--- src/sv/ecb_pkg.sv ---
// Shared types and constants of the equivalence class builder.
// Used by the cell and the top level; no dependencies.
package ecb_pkg;

	localparam int IDX_W   = 5;   // element index width
	localparam int SIZE_W  = 6;   // set size register width
	localparam int ROW_CAP = 32;  // widest neighbor row

	typedef logic [IDX_W-1:0]  elem_t;
	typedef logic [SIZE_W-1:0] size_t;

	localparam logic REQ_PAIR    = 1'b0;
	localparam logic REQ_COMPUTE = 1'b1;

	// control broadcast to every cell
	typedef struct packed {
		logic  pair_we;
		elem_t elem_a;
		elem_t elem_b;
		logic  clr_vis;
		logic  claim;
		logic  shift;
		elem_t label;
	} cell_ctl_t;

endpackage

--- src/sv/equivalence_class_builder.sv ---
// Top level of the equivalence class builder: sequencer plus a chain of
// element cells. Depends on ecb_pkg and ecb_cell.
//
//  port group   dir  contents
//  s_*          in   tuser: req_type; tdata: first_elem, second_elem
//  m_*          out  tdata: element, class_rep; tlast: last
//  cfg_*        in   set_size write
//
// A compute item scans roots one per cycle, pausing for a sweep at each
// unvisited root; such a root sends a reach vector through the NC-stage cell
// chain, pass after pass, until a pass adds nothing. Then n results follow,
// subject to output stalls. Reset clears all relations. s_tready is low from a
// compute item until its last result is taken.
module equivalence_class_builder #(
	parameter int MAX_ELEMS = 32
) (
	input  logic        clk,
	input  logic        arst_n,
	input  logic        s_tvalid,
	output logic        s_tready,
	input  logic [15:0] s_tdata,   // [4:0] first_elem, [9:5] second_elem
	input  logic        s_tuser,   // [0] req_type
	output logic        m_tvalid,
	input  logic        m_tready,
	output logic [15:0] m_tdata,   // [4:0] element, [9:5] class_rep
	output logic        m_tlast,
	input  logic        cfg_we,
	input  logic [5:0]  cfg_wdata  // set_size
);
	import ecb_pkg::*;

	localparam int NC = (MAX_ELEMS < ROW_CAP) ? MAX_ELEMS : ROW_CAP;
	localparam int IW = (NC > 1) ? $clog2(NC) : 1;

	typedef enum logic [1:0] {
		ST_IDLE,
		ST_SCAN,
		ST_SWEEP,
		ST_EMIT
	} state_t;

	state_t        state_q;
	size_t         set_size_q;
	size_t         root_q;
	size_t         emit_q;
	logic [NC-1:0] inj_q;

	size_t         n_eff;
	logic [NC-1:0] keep;
	elem_t         elem_a;
	elem_t         elem_b;
	logic          in_acc;
	logic          out_acc;
	logic          pair_ok;
	logic          inject;
	logic [NC-1:0] inj_vec;
	logic          done_pass;
	logic          last_res;
	cell_ctl_t     ctl;

	logic [NC-1:0] vec   [NC+1];
	logic          vld   [NC+1];
	elem_t         rep   [NC+1];
	logic [NC-1:0] vis;

	assign n_eff = (set_size_q == '0) ? size_t'(1) :
		((set_size_q > size_t'(NC)) ? size_t'(NC) : set_size_q);
	assign keep  = (NC'(1) << n_eff) - NC'(1);

	assign elem_a  = s_tdata[4:0];
	assign elem_b  = s_tdata[9:5];
	assign in_acc  = s_tvalid && s_tready;
	assign out_acc = m_tvalid && m_tready;
	assign pair_ok = ({1'b0, elem_a} < n_eff) && ({1'b0, elem_b} < n_eff);

	// a pass is done when the vector leaving the chain gained nothing
	assign done_pass = (state_q == ST_SWEEP) && vld[NC] && (vec[NC] == inj_q);
	assign last_res  = (emit_q + size_t'(1)) == n_eff;

	always_comb begin
		inject  = 1'b0;
		inj_vec = vec[NC];
		case (state_q)
			ST_SCAN: begin
				inj_vec = NC'(1) << root_q;
				inject  = (root_q != n_eff) && !vis[root_q[IW-1:0]];
			end
			ST_SWEEP: begin
				inject = vld[NC] && !done_pass;
			end
			default: begin
				inject = 1'b0;
			end
		endcase
	end

	always_comb begin
		ctl.pair_we = in_acc && (s_tuser == REQ_PAIR) && pair_ok;
		ctl.elem_a  = elem_a;
		ctl.elem_b  = elem_b;
		ctl.clr_vis = in_acc && (s_tuser == REQ_COMPUTE);
		ctl.claim   = done_pass;
		ctl.shift   = out_acc;
		ctl.label   = root_q[IDX_W-1:0];
	end

	assign vec[0] = inj_vec;
	assign vld[0] = inject;
	assign rep[NC] = '0;

	for (genvar k = 0; k < NC; k++) begin : g_cell
		ecb_cell #(
			.NC (NC),
			.IDX(k)
		) u_cell (
			.clk      (clk),
			.arst_n   (arst_n),
			.ctl      (ctl),
			.keep     (keep),
			.claim_vec(vec[NC]),
			.vec_in   (vec[k]),
			.vld_in   (vld[k]),
			.vec_out  (vec[k+1]),
			.vld_out  (vld[k+1]),
			.rep_in   (rep[k+1]),
			.rep_out  (rep[k]),
			.vis_out  (vis[k])
		);
	end

	always_ff @(posedge clk or negedge arst_n) begin
		if (!arst_n) begin
			state_q    <= ST_IDLE;
			set_size_q <= size_t'(ROW_CAP);
			root_q     <= '0;
			emit_q     <= '0;
			inj_q      <= '0;
		end else begin
			if (cfg_we) begin
				set_size_q <= cfg_wdata;
			end
			if (inject) begin
				inj_q <= inj_vec;
			end
			case (state_q)
				ST_IDLE: begin
					if (in_acc && (s_tuser == REQ_COMPUTE)) begin
						root_q  <= '0;
						state_q <= ST_SCAN;
					end
				end
				ST_SCAN: begin
					if (root_q == n_eff) begin
						emit_q  <= '0;
						state_q <= ST_EMIT;
					end else if (inject) begin
						state_q <= ST_SWEEP;
					end else begin
						root_q <= root_q + size_t'(1);
					end
				end
				ST_SWEEP: begin
					if (done_pass) begin
						root_q  <= root_q + size_t'(1);
						state_q <= ST_SCAN;
					end
				end
				ST_EMIT: begin
					if (out_acc) begin
						if (last_res) begin
							state_q <= ST_IDLE;
						end else begin
							emit_q <= emit_q + size_t'(1);
						end
					end
				end
				default: begin
					state_q <= ST_IDLE;
				end
			endcase
		end
	end

	assign s_tready = (state_q == ST_IDLE);
	assign m_tvalid = (state_q == ST_EMIT);
	assign m_tdata  = {6'b0, rep[0], emit_q[IDX_W-1:0]};
	assign m_tlast  = last_res;

endmodule

--- src/sv/ecb_cell.sv ---
// One element cell: neighbor row, visited flag, class label and one stage of
// the reach-vector chain. Depends on ecb_pkg.
module ecb_cell #(
	parameter int NC  = 32,
	parameter int IDX = 0
) (
	input  logic              clk,
	input  logic              arst_n,
	input  ecb_pkg::cell_ctl_t ctl,
	input  logic [NC-1:0]     keep,
	input  logic [NC-1:0]     claim_vec,
	input  logic [NC-1:0]     vec_in,
	input  logic              vld_in,
	output logic [NC-1:0]     vec_out,
	output logic              vld_out,
	input  ecb_pkg::elem_t    rep_in,
	output ecb_pkg::elem_t    rep_out,
	output logic              vis_out
);
	import ecb_pkg::*;

	localparam elem_t MY_IDX = elem_t'(IDX);

	logic [NC-1:0] row_q;
	logic          vis_q;
	elem_t         rep_q;
	logic [NC-1:0] vec_s1;
	logic          vld_s1;
	logic [NC-1:0] row_set;
	logic [NC-1:0] vec_nxt;
	logic          mine;

	always_comb begin
		row_set = '0;
		if (ctl.elem_a == MY_IDX) begin
			row_set = row_set | (NC'(1) << ctl.elem_b);
		end
		if (ctl.elem_b == MY_IDX) begin
			row_set = row_set | (NC'(1) << ctl.elem_a);
		end
	end

	// a reached element adds all its in-set neighbors
	assign vec_nxt = vec_in[IDX] ? (vec_in | (row_q & keep)) : vec_in;
	assign mine    = ctl.claim && claim_vec[IDX];

	always_ff @(posedge clk or negedge arst_n) begin
		if (!arst_n) begin
			row_q  <= '0;
			vis_q  <= 1'b0;
			vld_s1 <= 1'b0;
		end else begin
			if (ctl.pair_we) begin
				row_q <= row_q | row_set;
			end
			if (ctl.clr_vis) begin
				vis_q <= 1'b0;
			end else if (mine) begin
				vis_q <= 1'b1;
			end
			vld_s1 <= vld_in;
		end
	end

	always_ff @(posedge clk) begin
		vec_s1 <= vec_nxt;
		if (mine) begin
			rep_q <= ctl.label;
		end else if (ctl.shift) begin
			rep_q <= rep_in;
		end
	end

	assign vec_out = vec_s1;
	assign vld_out = vld_s1;
	assign rep_out = rep_q;
	assign vis_out = vis_q;

endmodule

--- config.mk ---
export PLATFORM = sky130hd
export DESIGN_NAME = equivalence_class_builder
export DESIGN_NICKNAME = d
export VERILOG_FILES = /design/src/sv/ecb_pkg.sv /design/src/sv/equivalence_class_builder.sv /design/src/sv/ecb_cell.sv
export SDC_FILE = /design/constraint.sdc
export NUM_CORES = 2
export LEC_CHECK = 0
export BUFFER_PORTS_ARGS = -buffer_cell sky130_fd_sc_hd__buf_2
export CAP_MARGIN = 20
export CORE_MARGIN = 5
export CORE_UTILIZATION = 26
export CTS_CLUSTER_DIAMETER = 40
export CTS_CLUSTER_SIZE = 30
export DETAILED_ROUTE_END_ITERATION = 10
export GPL_TIMING_DRIVEN = 0
export SLEW_MARGIN = 5
export SYNTH_ARGS = -nofsm -noshare
export SYNTH_HDL_FRONTEND = slang
export SYNTH_SLANG_ARGS = --single-unit
--- constraint.sdc ---
create_clock -name clk -period 9.2 [get_ports clk]
set_input_delay 1.38 -clock clk [delete_from_list [all_inputs] [get_ports clk]]
set_output_delay 1.38 -clock clk [all_outputs]
set_load 0.005 [all_outputs]
**After elaboration in Yosys (flattened, before gate mapping)**

Index checks and enable logic that the tools add are counted.

- Order comparisons: 4
- Multiplexer cells: 246
- Bitwise operators: 129
- Add/sub/neg operators: 3
- Equality and inequality tests: 78
- Reduce and logical (&&, ||, !) cells: 117
- Shifts and indexed selects: 4

Operator list:

| kind | count |
|---|---|
| 32-bit 2-to-1 mux | 96 |
| 32-bit OR | 96 |
| 32-bit AND | 32 |
| 5-bit 2-to-1 mux | 64 |
| 5-bit equality test, second input constant | 32 |
| 2-bit nonzero test | 65 |
| 5-bit by 4-bit equality test with 1-bit output, second input constant | 16 |
| 1-bit 2-to-1 mux | 65 |
| 1-bit by 5-bit left shift with 32-bit output, first input constant | 2 |
| 1-bit by 6-bit left shift with 32-bit output, first input constant | 2 |
| 6-bit 2-to-1 mux | 9 |
| 1-bit logical AND | 42 |
| 5-bit by 3-bit equality test with 1-bit output, second input constant | 8 |
| 32-bit equality test | 1 |
| 32-bit by 2-bit subtractor with 32-bit output, second input constant | 1 |
| 31-bit 2-to-1 mux | 1 |
| 5-bit by 2-bit equality test with 1-bit output, second input constant | 4 |
| 6-bit case mux with 3 select lines | 1 |
| 6-bit by 1-bit adder with 6-bit output, second input constant | 2 |
| 6-bit equality test | 2 |
| 5-bit by 6-bit < comparator with 1-bit output | 2 |
| 2-bit 2-to-1 mux | 6 |
| 6-bit case mux with 2 select lines | 1 |
| 5-bit by 1-bit equality test with 1-bit output, second input constant | 2 |
| 19 further kinds | 29 |

- Input bits: 28
- Word-level logic and storage cells: 778
- Register bits after elaboration: 2324
- Output and inout bits: 19

**Logic depth before layout (Yosys ltp)**

- Depth after elaboration: 9
- Gate-level depth with buffers: 13
- Mapped depth without buffers: 9

**By module**

From an unflattened synthesis, not the netlist that was laid out.

- Cells, all modules: 7001
- Area total of the unflattened synthesis: 91325.1 µm²

Modules (own cells, without submodules):

| module | area an instance (µm²) | times used | cells an instance | sequential area each (µm²) |
|---|---|---|---|---|
| equivalence_class_builder | 4931.0 | 1 | 533 | 1302.5 |
| ecb_cell at g_cell[23].u_cell | 2820.2 | 1 | 234 | 1616.6 |
| ecb_cell at g_cell[14].u_cell | 2796.4 | 1 | 228 | 1616.6 |
| ecb_cell at g_cell[5].u_cell | 2781.4 | 1 | 195 | 1616.6 |
| ecb_cell at g_cell[31].u_cell | 2755.1 | 1 | 217 | 1616.6 |
| ecb_cell at g_cell[6].u_cell | 2752.6 | 1 | 204 | 1616.6 |
| ecb_cell at g_cell[24].u_cell | 2751.4 | 1 | 222 | 1616.6 |
| ecb_cell at g_cell[27].u_cell | 2751.4 | 1 | 198 | 1616.6 |
| ecb_cell at g_cell[29].u_cell | 2747.6 | 1 | 208 | 1616.6 |
| ecb_cell at g_cell[2].u_cell | 2747.6 | 1 | 196 | 1616.6 |
| ecb_cell at g_cell[17].u_cell | 2745.1 | 1 | 218 | 1616.6 |
| ecb_cell at g_cell[20].u_cell | 2741.4 | 1 | 207 | 1616.6 |
| ecb_cell at g_cell[22].u_cell | 2738.9 | 1 | 198 | 1616.6 |
| ecb_cell at g_cell[21].u_cell | 2733.9 | 1 | 210 | 1616.6 |
| +19 rows | n/a | n/a | n/a | n/a |

**Least setup slack after synthesis**

Ideal clock, no wire load.

- Path kind: input to register
- From: input s_tdata[6]
- To: register g_cell[15].u_cell.row_q[5]
- Stages on the path: 8
- Buffers on the path: 2
- Data required time: 9073 ps
- Data arrival time: 3231 ps
- Path slack: 5842 ps
- Setup time: 127 ps
- Cells stage by stage: ha_1 a21o_1 a21oi_1 o221ai_1 clkbuf_1 buf_1 nor3_1 or2_2

- Longest elaborated chain between the ends: 5
- Elaborated cells on any way between the ends: 9
- Classes of those cells: order compare: 1; eq/ne: 1; shift: 1; mux: 2; bitwise: 2; reduce/logical: 2

Ends and longest elaborated chain:

| element | line | source |
|---|---|---|
| start, declared | equivalence_class_builder.sv:21 | `input logic [15:0] s_tdata,` |
| branches (longest 5 deep; another with 5-bit by 6-bit < comparator with 1-bit output) | n/a |  |
| end signal, assigned | ecb_cell.sv:54 | `row_q <= row_q \| row_set;` |
| end, declared | ecb_cell.sv:24 | `logic [NC-1:0] row_q;` |

Several ways; the timed one is not identified.
A chain may end at the register's enable or synchronous reset.

**Worst setup path in the final report**

- From: register set_size_q[4]
- To: register g_cell[11].u_cell.row_q[7]

- Longest elaborated chain between the ends: 6
- Elaborated cells on any way between the ends: 8
- Classes of those cells: order compare: 3; mux: 2; reduce/logical: 3

Ends and longest elaborated chain:

| element | line | source |
|---|---|---|
| start, declared | equivalence_class_builder.sv:43 | `size_t set_size_q;` |
| start signal, assigned | equivalence_class_builder.sv:134 | `set_size_q <= size_t'(ROW_CAP);` |
| start signal, assigned | equivalence_class_builder.sv:140 | `set_size_q <= cfg_wdata;` |
| 6-bit greater-than comparator | equivalence_class_builder.sv:67 | `((set_size_q > size_t'(NC)) ? size_t'(NC) : set_size_q);` |
| 6-bit 2-to-1 mux | equivalence_class_builder.sv:67 |  |
| 6-bit 2-to-1 mux * | equivalence_class_builder.sv:66 | `assign n_eff = (set_size_q == '0) ? size_t'(1) :` |
| 5-bit by 6-bit < comparator with 1-bit output | equivalence_class_builder.sv:74 | `assign pair_ok = ({1'b0, elem_a} < n_eff) && ({1'b0, elem_b} < n_eff);` |
| 1-bit logical AND * | equivalence_class_builder.sv:74 |  |
| 1-bit logical AND * | equivalence_class_builder.sv:98 | `ctl.pair_we = in_acc && (s_tuser == REQ_PAIR) && pair_ok;` |
| end signal, assigned | ecb_cell.sv:54 |  |
| end, declared | ecb_cell.sv:24 |  |

Every way passes the cells marked *; elsewhere a longest branch is shown, timed or not.

==> qor.yml <==
finalPower_mw: 26.7
drt_iter0_drc: 7745
routedWlPerCell_um: 29.0
core_area_um2: 315000
hold_buffers: 0
clk_path_buf_depth: 4
dp_hpwl_um: 244000
slew_violations: 0
wl_um: 334000
max_freq_mhz: 178
die_area_um2: 327000
dieHeight_um: 572
port_buffers: 33
slew_headroom_pct: 9.59
fin_crit_ps: 5620
antenna_found_initial: 33
drt_drc_violations_left: 0
track_usage_pct: 19.8
root_buffer: "clkbuf_16"
first_pass_iters: 6
worstMarginPinSlew_ps: 1360
cts_resized: 0
fin_nets: 7155
ys_seq_area_share_pct: 64.6
netlist_instances: 6706
die_w_um: 572
hold_class: "register to register"
place_area_um2: 88200
rsz0062_at_grt: "false"
vdd_drop_max_mv: 0.153
ios: 47
initial_core_util_pct: 26.1
reg2reg_depth: 13
grt_pass1_vias: 60054
clkTransAtPathRegs_ps: 60
numClockSinks: 2292
cp.arrival_ps: 6450
p_leak_nw: 44.5
synth-async-reset-ratio_pct: 48.3
criticalPathCategory: "register to register"
fin_setup_tns_ps: 0
timing.final.crit_share_pct: 61.1
layout.cells.non_filler: 11530
cts_tree: "built"
post_cts_buffers: 0
placed_cells_incl_taps: 10942
clk_latency_ps: 980
end_kind: "register"
worst-path-max-fanout: 10
ant_nets: 0
yosysWarnings: 0
stdcell_area_um2: 99100
finalHoldViolations: 0
cts_buffers: 317
ys.flop_type: "dfrtp_1"
drive_above_1_share_pct: 30.5
grt_overflow_total: 0
viasPerCell: 5.23
gp_congestion: 0.976
syn2layout_area_growth_pct: 20.6
setup_viol: 0
syn_area_um2: 82100
reg2reg_setup_slack_ps: 3580
rows: 206
cp-start-kind: "register"
synth.distinct_cells: 70
post-route-util_pct: 31.5
synth-edff-count: 160
postSynthAreaPerCell_um2: 12.2
vias: 60303
hold_path_depth: 0
max_cap_violations: 0
nFillCells: 31402
power.density_nw_per_um2: 270
grt_pass1_wl_um: 463000
htreeDepth: 5
grt_max_degree: 138
worstPathRequired_ps: 10030
status: "complete, no violations"
fin_skew_ps: 79.1
ys_ff_latch: 2292
==> layout by cell type (no fill, tap or decap), types with 178 or more instances in the layout <==
master and count:
dfrtp_1 1107, dfxtp_1 1024, a31o_2 957, clkbuf_1 528, nand2b_1 497, or2_2 404
clkbuf_16 321, o22ai_1 304, nand3_1 266, a22oi_1 220, nor3_1 200, nand2_1 178
==> path summary, 6_finish.rpt <==
| kind | from | end |
|---|---|---|
| worst min register to register | g_cell[9].u_cell.vld_out$_DFF_PN0_ | g_cell[10].u_cell.vld_out$_DFF_PN0_ |
| worst min-delay path | g_cell[9].u_cell.vld_out$_DFF_PN0_ | g_cell[10].u_cell.vld_out$_DFF_PN0_ |
| min in group asynchronous | arst_n | g_cell[5].u_cell.row_q[14]$_DFFE_PN0P_ |
| worst max-delay path | set_size_q[4]$_DFFE_PN0P_ | g_cell[11].u_cell.row_q[7]$_DFFE_PN0P_ |
| max in group asynchronous | arst_n | g_cell[29].u_cell.vld_out$_DFF_PN0_ |
| worst max register to register | set_size_q[4]$_DFFE_PN0P_ | g_cell[11].u_cell.row_q[7]$_DFFE_PN0P_ |
==> per-stage QoR <==
step / setup slack (ps) / hold slack [ps]
4_1_cts: 3720 / 349
6_report: 3580 / 345
3_5_place_dp: 3740 / 336
3_3_place_gp: -19190 / 337
2_1_floorplan: 5840 / 331
5_1_grt: 3530 / 354
==> cell families after synthesis <==
| family | Yosys count | share of synthesized area [%] |
|---|---|---|
| flops | 2292 | 64.6 |
| buf+inv | 663 | 3.16 |
| compound gates | 1747 | 16.8 |
| mux | 205 | 2.98 |
| fa+ha+maj | 21 | 0.320 |
| xor+xnor | 47 | 0.535 |
| other cells | 2 | 0.00914 |
| simple gates | 1729 | 11.6 |
==> worst max-delay path: stages, from the launching register on <==
cell	delay, ps
dfrtp_1	570
clkbuf_1	640
inv_1	350
nor2_1	380
inv_1	170
ha_1	330
nand3_1	120
o221ai_2	380
buf_8	240
clkbuf_1	480
clkbuf_1	960
nor3_1	290
buf_4	270
or2_2	280
==> where the power goes <==
| group | leakage (nW) | switching [mW] | internal [mW] |
|---|---|---|---|
| combinational | 14.1 | 2.22 | 0.880 |
| clock | 5.23 | 5.00 | 7.47 |
| sequential | 25.2 | 0.340 | 10.8 |
==> cell type report <==
cell class                      instances  area (um2)  share of cell area (%)
Timing Repair Buffer                   76         773                   0.780
Multi-Input combinational cell       3756       26600                    26.9
Clock buffer                          367        8450                    8.52
Inverter                               81         304                   0.307
Tap cell                             4160        5200                    5.25
Antenna cell                           19        47.5                  0.0480
Sequential cell                      2292       53000                    53.5
Clock inverter                        197        2390                    2.41
Buffer                                582        2300                    2.32
==> cells in the mapped netlist (all sizes together), types with 11 or more instances <==
master  count  area, um2
a21oi      47        235
nand3     266       1330
dfrtp    1107      27700
a21o      106        796
o21bai     42        315
inv        81        304
xnor2      38        333
ha         21        263
nor3      209       1050
o22ai     305       1910
mux2      185       2170
dfxtp    1024      20500
mux2i      14        140
nor2       98        368
buf        72        378
clkbuf    510       1910
nand4      11       68.8
nand2     178        668
o21ai      35        179
a22oi     220       1650
nand2b    497       3110
nor2b      18        113
or2       404       2530
edfxtp    160       4800
a31o      957       8380
==> state kept, by name, indices dropped and copies added (netlist names) <==
name,flops
g_cell.u_cell.row_q,992
g_cell.u_cell.vld_out,32
g_cell.u_cell.vec_out,1024
state_q,2
set_size_q,6
inj_q,32
emit_q,6
root_q,6
g_cell.u_cell.vis_out,32
g_cell.u_cell.rep_out,160
==> routing by layer <==
| metal | GRT usage (%) | share of wire, % | up-vias |
|---|---|---|---|
| met5 | 0 | 0.058 | - |
| met4 | 10.3 | 5.9 | 16 |
| met3 | 5.05 | 8.8 | 852 |
| met2 | 29.7 | 44 | 3224 |
| met1 | 26.2 | 42 | 31106 |
| li1 | - | - | 25105 |
Power figures use the tool's default switching activity.
